`src/sv/grid_aggregation_walker_unit_macros.svh`:
```
// assertion macros shared by the grid aggregation walker modules
// expects clk_i and rst_ni in the scope of each use
`ifndef GRID_AGGREGATION_WALKER_UNIT_MACROS_SVH
`define GRID_AGGREGATION_WALKER_UNIT_MACROS_SVH

// property must hold at every clock edge out of reset
`define GAW_ASSERT(lbl, prop, msg) \
  lbl: assert property (@(posedge clk_i) disable iff (!rst_ni) (prop)) else $error(msg);

// condition must never be seen at a clock edge out of reset
`define GAW_NEVER(lbl, cond, msg) \
  lbl: assert property (@(posedge clk_i) disable iff (!rst_ni) !(cond)) else $error(msg);

`endif

```
`src/sv/gaw_pkg.sv`:
```
// types, codes and defaults for the grid aggregation walker
// no dependencies
package gaw_pkg;

  // default grid storage size
  localparam int GRID_COLS_MAX_DEF = 64;
  localparam int GRID_ROWS_MAX_DEF = 64;

  // field widths
  localparam int COORD_W  = 6;
  localparam int DIM_W    = 7;
  localparam int CELL_W   = 3;
  localparam int STATUS_W = 3;
  localparam int PICK_W   = 2;
  localparam int ACTION_W = 2;
  localparam int APB_AW   = 3;
  localparam int APB_DW   = 32;

  typedef logic [COORD_W-1:0] coord_t;
  typedef logic [DIM_W-1:0]   dim_t;
  typedef logic [CELL_W-1:0]  cell_t;

  // reset value of the grid size registers
  localparam dim_t DIM_RESET = 7'd64;

  // register select bit of paddr
  localparam int REG_SEL_BIT = 2;
  localparam logic REG_WIDTH  = 1'b0;
  localparam logic REG_HEIGHT = 1'b1;

  // cell codes
  localparam cell_t CELL_EMPTY = 3'd0;
  localparam cell_t CELL_UP    = 3'd1;
  localparam cell_t CELL_RIGHT = 3'd2;
  localparam cell_t CELL_DOWN  = 3'd3;
  localparam cell_t CELL_LEFT  = 3'd4;
  localparam cell_t CELL_ROOT  = 3'd5;

  typedef enum logic [ACTION_W-1:0] {
    ACT_ROOT  = 2'd0,
    ACT_SPAWN = 2'd1,
    ACT_STEP  = 2'd2,
    ACT_READ  = 2'd3
  } action_e;

  typedef enum logic [STATUS_W-1:0] {
    ST_DONE      = 3'd0,
    ST_REJECTED  = 3'd1,
    ST_MOVED     = 3'd2,
    ST_ATTACHED  = 3'd3,
    ST_NO_WALKER = 3'd4,
    ST_STUCK     = 3'd5,
    ST_RANGE     = 3'd6
  } status_e;

  // which cell a grid read addresses or a capture loads
  typedef enum logic [2:0] {
    NBR_CTR  = 3'd0,
    NBR_UP   = 3'd1,
    NBR_RT   = 3'd2,
    NBR_DN   = 3'd3,
    NBR_LF   = 3'd4,
    NBR_NONE = 3'd5
  } nbr_e;

  // controller to datapath
  typedef struct packed {
    logic load;
    logic clr_wr;
    nbr_e rd_sel;
    nbr_e cap_sel;
    logic fin;
  } dp_cmd_t;

  // datapath to controller
  typedef struct packed {
    logic clr_last;
    logic is_step;
    logic out_free;
  } dp_stat_t;

endpackage

```
`src/sv/gaw_ctrl.sv`:
```
// sequencer for the walker: clearing pass, grid reads, finish
// depends on gaw_pkg and the assertion macro header
`include "grid_aggregation_walker_unit_macros.svh"

module gaw_ctrl (
  input  logic              clk_i,
  input  logic              rst_ni,
  input  logic              in_valid_i,
  output logic              in_ready_o,
  input  gaw_pkg::dp_stat_t stat_i,
  output gaw_pkg::dp_cmd_t  cmd_o
);
  import gaw_pkg::*;

  typedef enum logic [7:0] {
    S_CLEAR = 8'b0000_0001,
    S_IDLE  = 8'b0000_0010,
    S_RD_C  = 8'b0000_0100,
    S_RD_UP = 8'b0000_1000,
    S_RD_RT = 8'b0001_0000,
    S_RD_DN = 8'b0010_0000,
    S_RD_LF = 8'b0100_0000,
    S_FIN   = 8'b1000_0000
  } state_e;

  state_e state_q, state_d;

  // next state and commands
  always_comb begin
    state_d       = state_q;
    in_ready_o    = 1'b0;
    cmd_o.load    = 1'b0;
    cmd_o.clr_wr  = 1'b0;
    cmd_o.rd_sel  = NBR_CTR;
    cmd_o.cap_sel = NBR_NONE;
    cmd_o.fin     = 1'b0;
    case (state_q)
      S_CLEAR: begin
        cmd_o.clr_wr = 1'b1;
        if (stat_i.clr_last) state_d = S_IDLE;
      end
      S_IDLE: begin
        in_ready_o = 1'b1;
        if (in_valid_i) begin
          cmd_o.load = 1'b1;
          state_d    = S_RD_C;
        end
      end
      S_RD_C: begin
        cmd_o.cap_sel = NBR_CTR;
        if (stat_i.is_step) begin
          cmd_o.rd_sel = NBR_UP;
          state_d      = S_RD_UP;
        end else begin
          state_d = S_FIN;
        end
      end
      S_RD_UP: begin
        cmd_o.cap_sel = NBR_UP;
        cmd_o.rd_sel  = NBR_RT;
        state_d       = S_RD_RT;
      end
      S_RD_RT: begin
        cmd_o.cap_sel = NBR_RT;
        cmd_o.rd_sel  = NBR_DN;
        state_d       = S_RD_DN;
      end
      S_RD_DN: begin
        cmd_o.cap_sel = NBR_DN;
        cmd_o.rd_sel  = NBR_LF;
        state_d       = S_RD_LF;
      end
      S_RD_LF: begin
        cmd_o.cap_sel = NBR_LF;
        state_d       = S_FIN;
      end
      S_FIN: begin
        // wait for room in the result register
        if (stat_i.out_free) begin
          cmd_o.fin = 1'b1;
          state_d   = S_IDLE;
        end
      end
      default: begin
        state_d = S_CLEAR;
      end
    endcase
  end

  // state register
  always_ff @(posedge clk_i or negedge rst_ni) begin
    if (!rst_ni) begin
      state_q <= S_CLEAR;
    end else begin
      state_q <= state_d;
    end
  end

  `GAW_ASSERT(a_accept_starts_read, (in_valid_i && in_ready_o) |=> (state_q == S_RD_C), "accepted word did not start a grid read")
  `GAW_NEVER(a_no_accept_in_clear, (state_q == S_CLEAR) && cmd_o.load, "word loaded during clearing pass")

endmodule

```
`config.mk`:
```
export PLATFORM = sky130hd
export DESIGN_NAME = gaw_ctrl
export DESIGN_NICKNAME = d
export VERILOG_FILES = /design/src/sv/gaw_pkg.sv /design/src/sv/gaw_ctrl.sv
export VERILOG_INCLUDE_DIRS = /design/src /design/src/sv
export SDC_FILE = /design/constraint.sdc
export NUM_CORES = 1
export LEC_CHECK = 0
export ABC_AREA = 1
export BUFFER_PORTS_ARGS = -buffer_cell sky130_fd_sc_hd__buf_2
export CAP_MARGIN = 20
export CELL_PAD_IN_SITES_DETAIL_PLACEMENT = 1
export CELL_PAD_IN_SITES_GLOBAL_PLACEMENT = 2
export CORE_MARGIN = 1
export CORE_UTILIZATION = 27
export CTS_CLUSTER_DIAMETER = 200
export DETAILED_ROUTE_END_ITERATION = 10
export GPL_ROUTABILITY_DRIVEN = 0
export GPL_TIMING_DRIVEN = 0
export PLACE_DENSITY = 0.88
export SETUP_SLACK_MARGIN = 0.02
export SYNTH_ARGS = -nofsm -noshare
export SYNTH_HDL_FRONTEND = slang
export SYNTH_SLANG_ARGS = --single-unit
```
`constraint.sdc`:
```
create_clock -name clk_i -period 3.6 [get_ports clk_i]
set_input_delay 0.36 -clock clk_i [delete_from_list [all_inputs] [get_ports clk_i]]
set_output_delay 0.36 -clock clk_i [all_outputs]
set_load 0.005 [all_outputs]
```
* Word level (Yosys, flattened, before mapping)
Cells that the tools add are included.
Operators by class: multipliers 0, muxes and demuxes 14, $add $sub $neg 0, reductions and logical operators 1, div/mod/pow operators 0, bitwise logic cells 0, shift-type cells 0, $lt $le $gt $ge 0, equality and inequality tests 11
Operators with widths (count):
- $pmux 8 s8 | 1
- $mux 8 | 4
- $pmux 3 s5 | 1
- $pmux 3 s4 | 1
- $eq 8x1->1 const B | 1
- $eq 8x2->1 const B | 1
- $eq 8x3->1 const B | 1
- $eq 8x4->1 const B | 1
- $eq 8x5->1 const B | 1
- $eq 8x6->1 const B | 1
- $eq 8x7->1 const B | 1
- $eq 8x8->1 const B | 1
- $mux 1 | 7
- $ne 2x2->1 const B | 3
- $reduce_and 3->1 | 1
Word-level totals: memory bits (read-only) 0, word-level logic and storage cells 27, memories 0, output and inout port bits 10, latch bits 0, input bits 6, RAM bits 0, bits in registers 8

* Logic depth before layout (Yosys ltp)
Gate-level depths: netlist of run 1.
depth after elaboration 3, gate-level depth with buffers 8, mapped depth without buffers 8

* Worst setup path before layout of run 1
Ideal clock, no wire load.
path kind register to output, start point reg state_q[0], end point out cmd_o[1] (netlist bit), path buffers 0, stages on the path, launching flop included 9, data required time 3.240 ns, path slack 2.143 ns, arrival 1.097 ns, cell sequence dfstp_2 inv_1 nand2_2 inv_1 nand3_2 nand2_1 nor2_2 nand2_1 nand2_1
RTL lines:
- from (decl) | line gaw_ctrl.sv:26 | state_e state_q, state_d;
- from (signal assigned) | line gaw_ctrl.sv:95 | state_q <= state_d;
- to (decl) | line gaw_ctrl.sv:11 | output gaw_pkg::dp_cmd_t cmd_o

==> results of run 1 <==
-- synth_stat cells (all sizes together) --
cell type	n	share of area
nand2	20	0.17
dfstp	1	0.048
o211ai	1	0.014
nor3	2	0.018
dfrtp	7	0.32
or2	1	0.011
inv	18	0.12
o21ai	1	0.0091
nor2	21	0.20
nand3	5	0.064
a21oi	2	0.025
-- per-layer routing --
layer  GRT usage  vias up  routed length (µm)
li1            -      275                   -
met1       0.176      233                 602
met2       0.225        9                 592
met3      0.0231        0                  30
met4       0.103        0                   0
met5           0        -                   0
-- report_power, final --
| group | total, mW | switching (mW) | internal (mW) |
|---|---|---|---|
| Combinational | 0.159 | 0.100 | 0.0591 |
| Clock | 0.0703 | 0.0281 | 0.0422 |
| Sequential | 0.117 | 0.00815 | 0.109 |
-- final cells by class --
type                    count  area (µm²)
repair buffers             16        85.1
well taps                  25        31.3
clock buffers               4        26.3
multi-input cells          53         278
inverters                  18        67.6
fillers                   250        1130
flip-flops and latches      8         201
-- final timing paths --
path / endpoint / slack [ns]
setup / recovery: cmd_o[1] / 1.75
hold / removal: state_q[7] / 0.34
setup reg to reg: state_q[1] / 2.35
min in group asynchronous: state_q[4] / 0.47
hold reg to reg: state_q[3] / 0.60
max in group asynchronous: state_q[0] / 2.89
-- repair_timing --
| action | 4_1_cts | 5_1_grt |
|---|---|---|
| hold buffers | 1 | 0 |
| endpoints found under the hold margin | 7 | 0 |
| setup buffers | 0 | 0 |
| gates resized for setup | 0 | 0 |
-- worst register-to-register path, delay by kind of cell (launching register included) --
| family | cells | cell delay, ns |
|---|---|---|
| DFF | 1 | 0.53 |
| and+or+nand+nor | 6 | 0.59 |
-- kinds of logic after synthesis --
kind of cell    count (synthesis)  share of synthesized area
compound gates                  4                     0.0480
buf+inv                        18                      0.124
flops                           8                      0.368
simple gates                   49                      0.460
-- stage by stage --
| stage | area [µm²] | instances | utilization |
|---|---|---|---|
| 3_5_place_dp | 653 | 119 | 0.359 |
| 2_1_floorplan | 547 | 79 | - |
| 4_1_cts | 689 | 124 | 0.379 |
| 6_report | 689 | 124 | 0.379 |
| 5_1_grt | 689 | 124 | 0.379 |
| 3_3_place_gp | 653 | 119 | 0.359 |
==> metrics.md, run 1 <==
| Metric | Value |
|---|---|
| Biggest regs | state_q (8) |
| Max reg flops | 8 |
| CP top delay family | flip-flops |
| Slew headroom | 0.889 |
| Layout cells sized above 1 | 0.394 |
| Residual DRC | 0 |
| Most frequent cells in the layout | 17 x nor2_1, 15 x nand2_1, 15 x buf_2 |
| Unrepaired setup endpoints after global routing | no |
| Leak Pwr | between 0.4 and 0.5 nW |
| Seq cells post-synth | 8 |
| Core area | roughly 1800 µm² |
| Worst-path clk slew | about 0.050 ns |
| Final WS setup | ~1.7 ns |
| Critical path class | register to primary output |
| Slowest stage delay, CP | 0.53 ns |
| VDD IR-drop max | around 0.00024 V |
| Synth warnings | 0 |
| First-pass GRT wire length | 2140 µm |
| Initial Utilization | 0.300 |
| P&R area growth vs syn | 26.1% |
| DR WL/cell | approximately 9.9 µm |
| Total power | 0.346 mW |
| DRT iter0 DRCs | 8 |
| Worst Tran Pin Value | 0.167 ns |
| CTS Buf Count | 3 |
| R2r worst-path depth | 6 |
| Clock latency on the worst-skew pair | around 0.25 ns |
| Final setup violation count | 0 |
| Distinct cells, synth | 19 |
| TritonRoute pass-1 iters | 4 |
| Vias per Instance | 4.17 |
| Buf/Inv on CP | 3 |
| Largest net degree at the start of global routing | 9 |
| Power per cell area | roughly 500 nW/µm² |
| CP most frequent cell | nand2_1 |
| Final hold slack | about 0.34 ns |
| Antenna-violating nets left | 0 |
| Seq/Total Area, Yosys | 0.368 |
| Hold Crit Depth | 2 |
| Number of global-route vias before repair | 520 |
| Crit path max-delay cell type | dfstp_2 |
| DR vias | 517 |
| Ant diodes | 0 |
| Worst setup EP type | primary output |
| Crit path launch | state_q[0] |
| Routed WL | around 1200 µm |
| GRT Total Usage | 0.143 |
| Worst Skew | between 0.003 and 0.004 ns |
| Post-DP HPWL | roughly 1000 µm |
| Cells after synthesis | 79 |
| Crit path DAT | roughly 1.5 ns |
| Reg with most FFs | state_q |
| CTS Root Cell | clkbuf_4 |
| H-tree Lvls | 1 |
| Fin. max-slew vios | 0 |
| Site row count | 15 |
| Status | finished, final reports clean |
| DIE HEIGHT | around 47 µm |
| Most common cell after layout, fill and taps aside | nor2_1 |
| Fmax | roughly 0.54 GHz |
| Global route total overflow | 0 |
| Max-cap viol count | 0 |
| Die area | about 2200 µm² |
| Final Critical Period | roughly 1.9 ns |
| Clk buf depth | 2 |
| Nets | between 100 and 150 |
| CP Data Required Time | approximately 3.2 ns |
| CP cell instances | inv_1, nand2_2, inv_1, nand3_2, nand2_1, nor2_2, nand2_1, nand2_1, buf_2 |
| Total Neg Setup Slack | 0 ns |
| Worst slack at placement | 1.99 ns |
| Die width | 47 µm |
| CTS tree | yes |
| Initial antenna violation count | 0 |
| WP depth | 9 |
| Tcrit/Tclk final | 0.514 |
| Critical Path Source Type | register |
| Mapped Avg Cell Area | between 6 and 7 µm² |
| Net Count, Synth | 85 |
| # clock sinks | 8 |
| R2r startpoint | state_q[0] |
| Hold Violations, Final | 0 |
| # IOs | 16 |
| Hold Path Origin | stat_i[1] |
| Crit path max fanout | 4 |
| Post-Syn Area | roughly 550 µm² |
| Type of the worst min-delay path | input port to register |
| PortBufs | 15 |
No activity file was read; power rests on OpenSTA's default activity.
==> run 2: changes to the inputs <==
--- a/config.mk
+++ b/config.mk
@@ -12,12 +12,12 @@
 export CELL_PAD_IN_SITES_DETAIL_PLACEMENT = 1
 export CELL_PAD_IN_SITES_GLOBAL_PLACEMENT = 2
 export CORE_MARGIN = 1
-export CORE_UTILIZATION = 27
+export CORE_UTILIZATION = 23
 export CTS_CLUSTER_DIAMETER = 200
 export DETAILED_ROUTE_END_ITERATION = 10
 export GPL_ROUTABILITY_DRIVEN = 0
 export GPL_TIMING_DRIVEN = 0
-export PLACE_DENSITY = 0.88
+export PLACE_DENSITY = 0.81
 export SETUP_SLACK_MARGIN = 0.02
 export SYNTH_ARGS = -nofsm -noshare
 export SYNTH_HDL_FRONTEND = slang
==> constraint.sdc (replaced) <==
create_clock -name clk_i -period 1.62 [get_ports clk_i]
set_input_delay 0.162 -clock clk_i [delete_from_list [all_inputs] [get_ports clk_i]]
set_output_delay 0.162 -clock clk_i [all_outputs]
set_load 0.005 [all_outputs]
==> metrics.md, run 2 (synthesis gave the netlist of run 1 again) <==
| Metric | Value |
|---|---|
| Most frequent cells in the layout | 15 x nor2_1, 15 x buf_2, 13 x nand2_1 |
| Worst setup EP type | primary output |
| Initial antenna violation count | 0 |
| Dpl cells | around 120 |
| Final Util | 0.369 |
| Antenna-violating nets left | 0 |
| Ant diodes | 0 |
| Clk buf depth | 2 |
| Initial Utilization | 0.245 |
| Routed WL | 1430 µm |
| # IOs | 16 |
| Critical path class | register to primary output |
| PortBufs | 15 |
| Worst slack at placement | roughly 0.18 ns |
| P&R area growth vs syn | 50.6% |
| Status | finished, final reports clean |
| Crit path launch | state_q[2] |
| Largest net degree at the start of global routing | 9 |
| CTS Root Cell | clkbuf_4 |
| Final setup violation count | 0 |
| Global route total overflow | 0 |
| Unrepaired setup endpoints after global routing | yes |
| Max-cap viol count | 0 |
| DRT iter0 DRCs | 2 |
| Max reg flops | 8 |
| Post-DP Area | ~660 µm² |
| Clock latency on the worst-skew pair | between 0.2 and 0.3 ns |
| Tcrit/Tclk final | 0.982 |
| DR WL/cell | roughly 11 µm |
| GRT Total Usage | 0.132 |
| Layout cells sized above 1 | 0.519 |
| Worst Skew | around 0.017 ns |
| Vias per Instance | 4.22 |
| Fin. max-slew vios | 0 |
| CTS Buf Count | 3 |
| Post-DP HPWL | about 1100 µm |
| Site row count | 17 |
| Worst Tran Pin Value | around 0.20 ns |
| R2r startpoint | state_q[0] |
| CP Data Required Time | 1.46 ns |
| Crit path DAT | around 1.4 ns |
| Type of the worst min-delay path | input port to register |
| Slew headroom | 0.864 |
| Fmax | around 0.63 GHz |
| Core area | between 2000 and 2500 µm² |
| Final Non-Filler Cells | approximately 130 |
| Crit path max fanout | 4 |
| TritonRoute pass-1 iters | 4 |
| Hold Violations, Final | 0 |
| Leak Pwr | ~0.44 nW |
| Number of global-route vias before repair | approximately 600 |
| Final hold slack | between 0.1 and 0.15 ns |
| H-tree Lvls | 1 |
| Die width | 50.8 µm |
| DR vias | around 570 |
| CTS tree | yes |
| Total power | around 0.86 mW |
| Reg with most FFs | state_q |
| Nets | between 100 and 150 |
| Fillers | between 200 and 300 |
| Critical Path Source Type | register |
| Worst-path clk slew | around 0.070 ns |
| Die area | 2580 µm² |
| Total Neg Setup Slack | 0 ns |
| Power per cell area | between 1000 and 1500 nW/µm² |
| Hold Path Origin | stat_i[1] |
| Residual DRC | 0 |
| VDD IR-drop max | approximately 0.00055 V |
| Final Critical Period | 1.59 ns |
| DIE HEIGHT | 50.8 µm |
| # clock sinks | 8 |
| First-pass GRT wire length | 2420 µm |
| Final WS setup | 0.0292 ns |
| Post-route cell area | around 820 µm² |
| Biggest regs | state_q (8) |
-- run 2: changes by cell type in the layout (fill, tap and decap cells not counted), sizes merged --
| cell | previous run | this run |
|---|---|---|
| buf | 15 | 22 |
-- run 2: worst max-delay path, cell delays in order (launching register included) --
cell,delay [ns]
dfrtp_1,0.39
inv_2,0.08
nand2_4,0.06
nor2_4,0.16
inv_2,0.09
a21oi_4,0.16
nor2_4,0.04
nand2_1,0.05
nand2_1,0.04
buf_2,0.12
-- run 2: metal layers --
layer  track usage  routed length [µm]
met2         0.249                 779
met4        0.0972                  27
met5             0                   0
met3        0.0182                  40
met1         0.128                 578
-- run 2: worst paths after layout --
| kind | end | slack (ns) | cells after the start |
|---|---|---|---|
| min | state_q[7] | 0.15 | 2 |
| max | cmd_o[1] | 0.03 | 9 |
| min in group asynchronous | state_q[4] | 0.27 | 2 |
| min reg2reg | state_q[6] | 0.59 | 3 |
| max reg2reg | state_q[0] | 0.20 | 10 |
| max in group asynchronous | state_q[0] | 1.10 | 2 |
-- run 2: layout make-up --
type	count	area [µm²]	share of cell area
Clock buffer	4	26.3	0.0319
Inverter	18	70.1	0.0851
Timing Repair Buffer	23	141	0.172
Multi-Input combinational cell	53	349	0.424
Sequential cell	8	201	0.245
Tap cell	28	35.0	0.0426
-- run 2: report_power, final --
group | internal [mW] | switching, mW
Sequential | 0.241 | 0.0160
Combinational | 0.167 | 0.264
Clock | 0.0943 | 0.0735
-- run 2: what timing repair did --
item	CTS	global route
hold buffers	1	0
endpoints found under the setup margin	2	6
endpoints found under the hold margin	8	0
gates resized for setup	15	4
buffers inserted	6	1
pin swaps	8	0
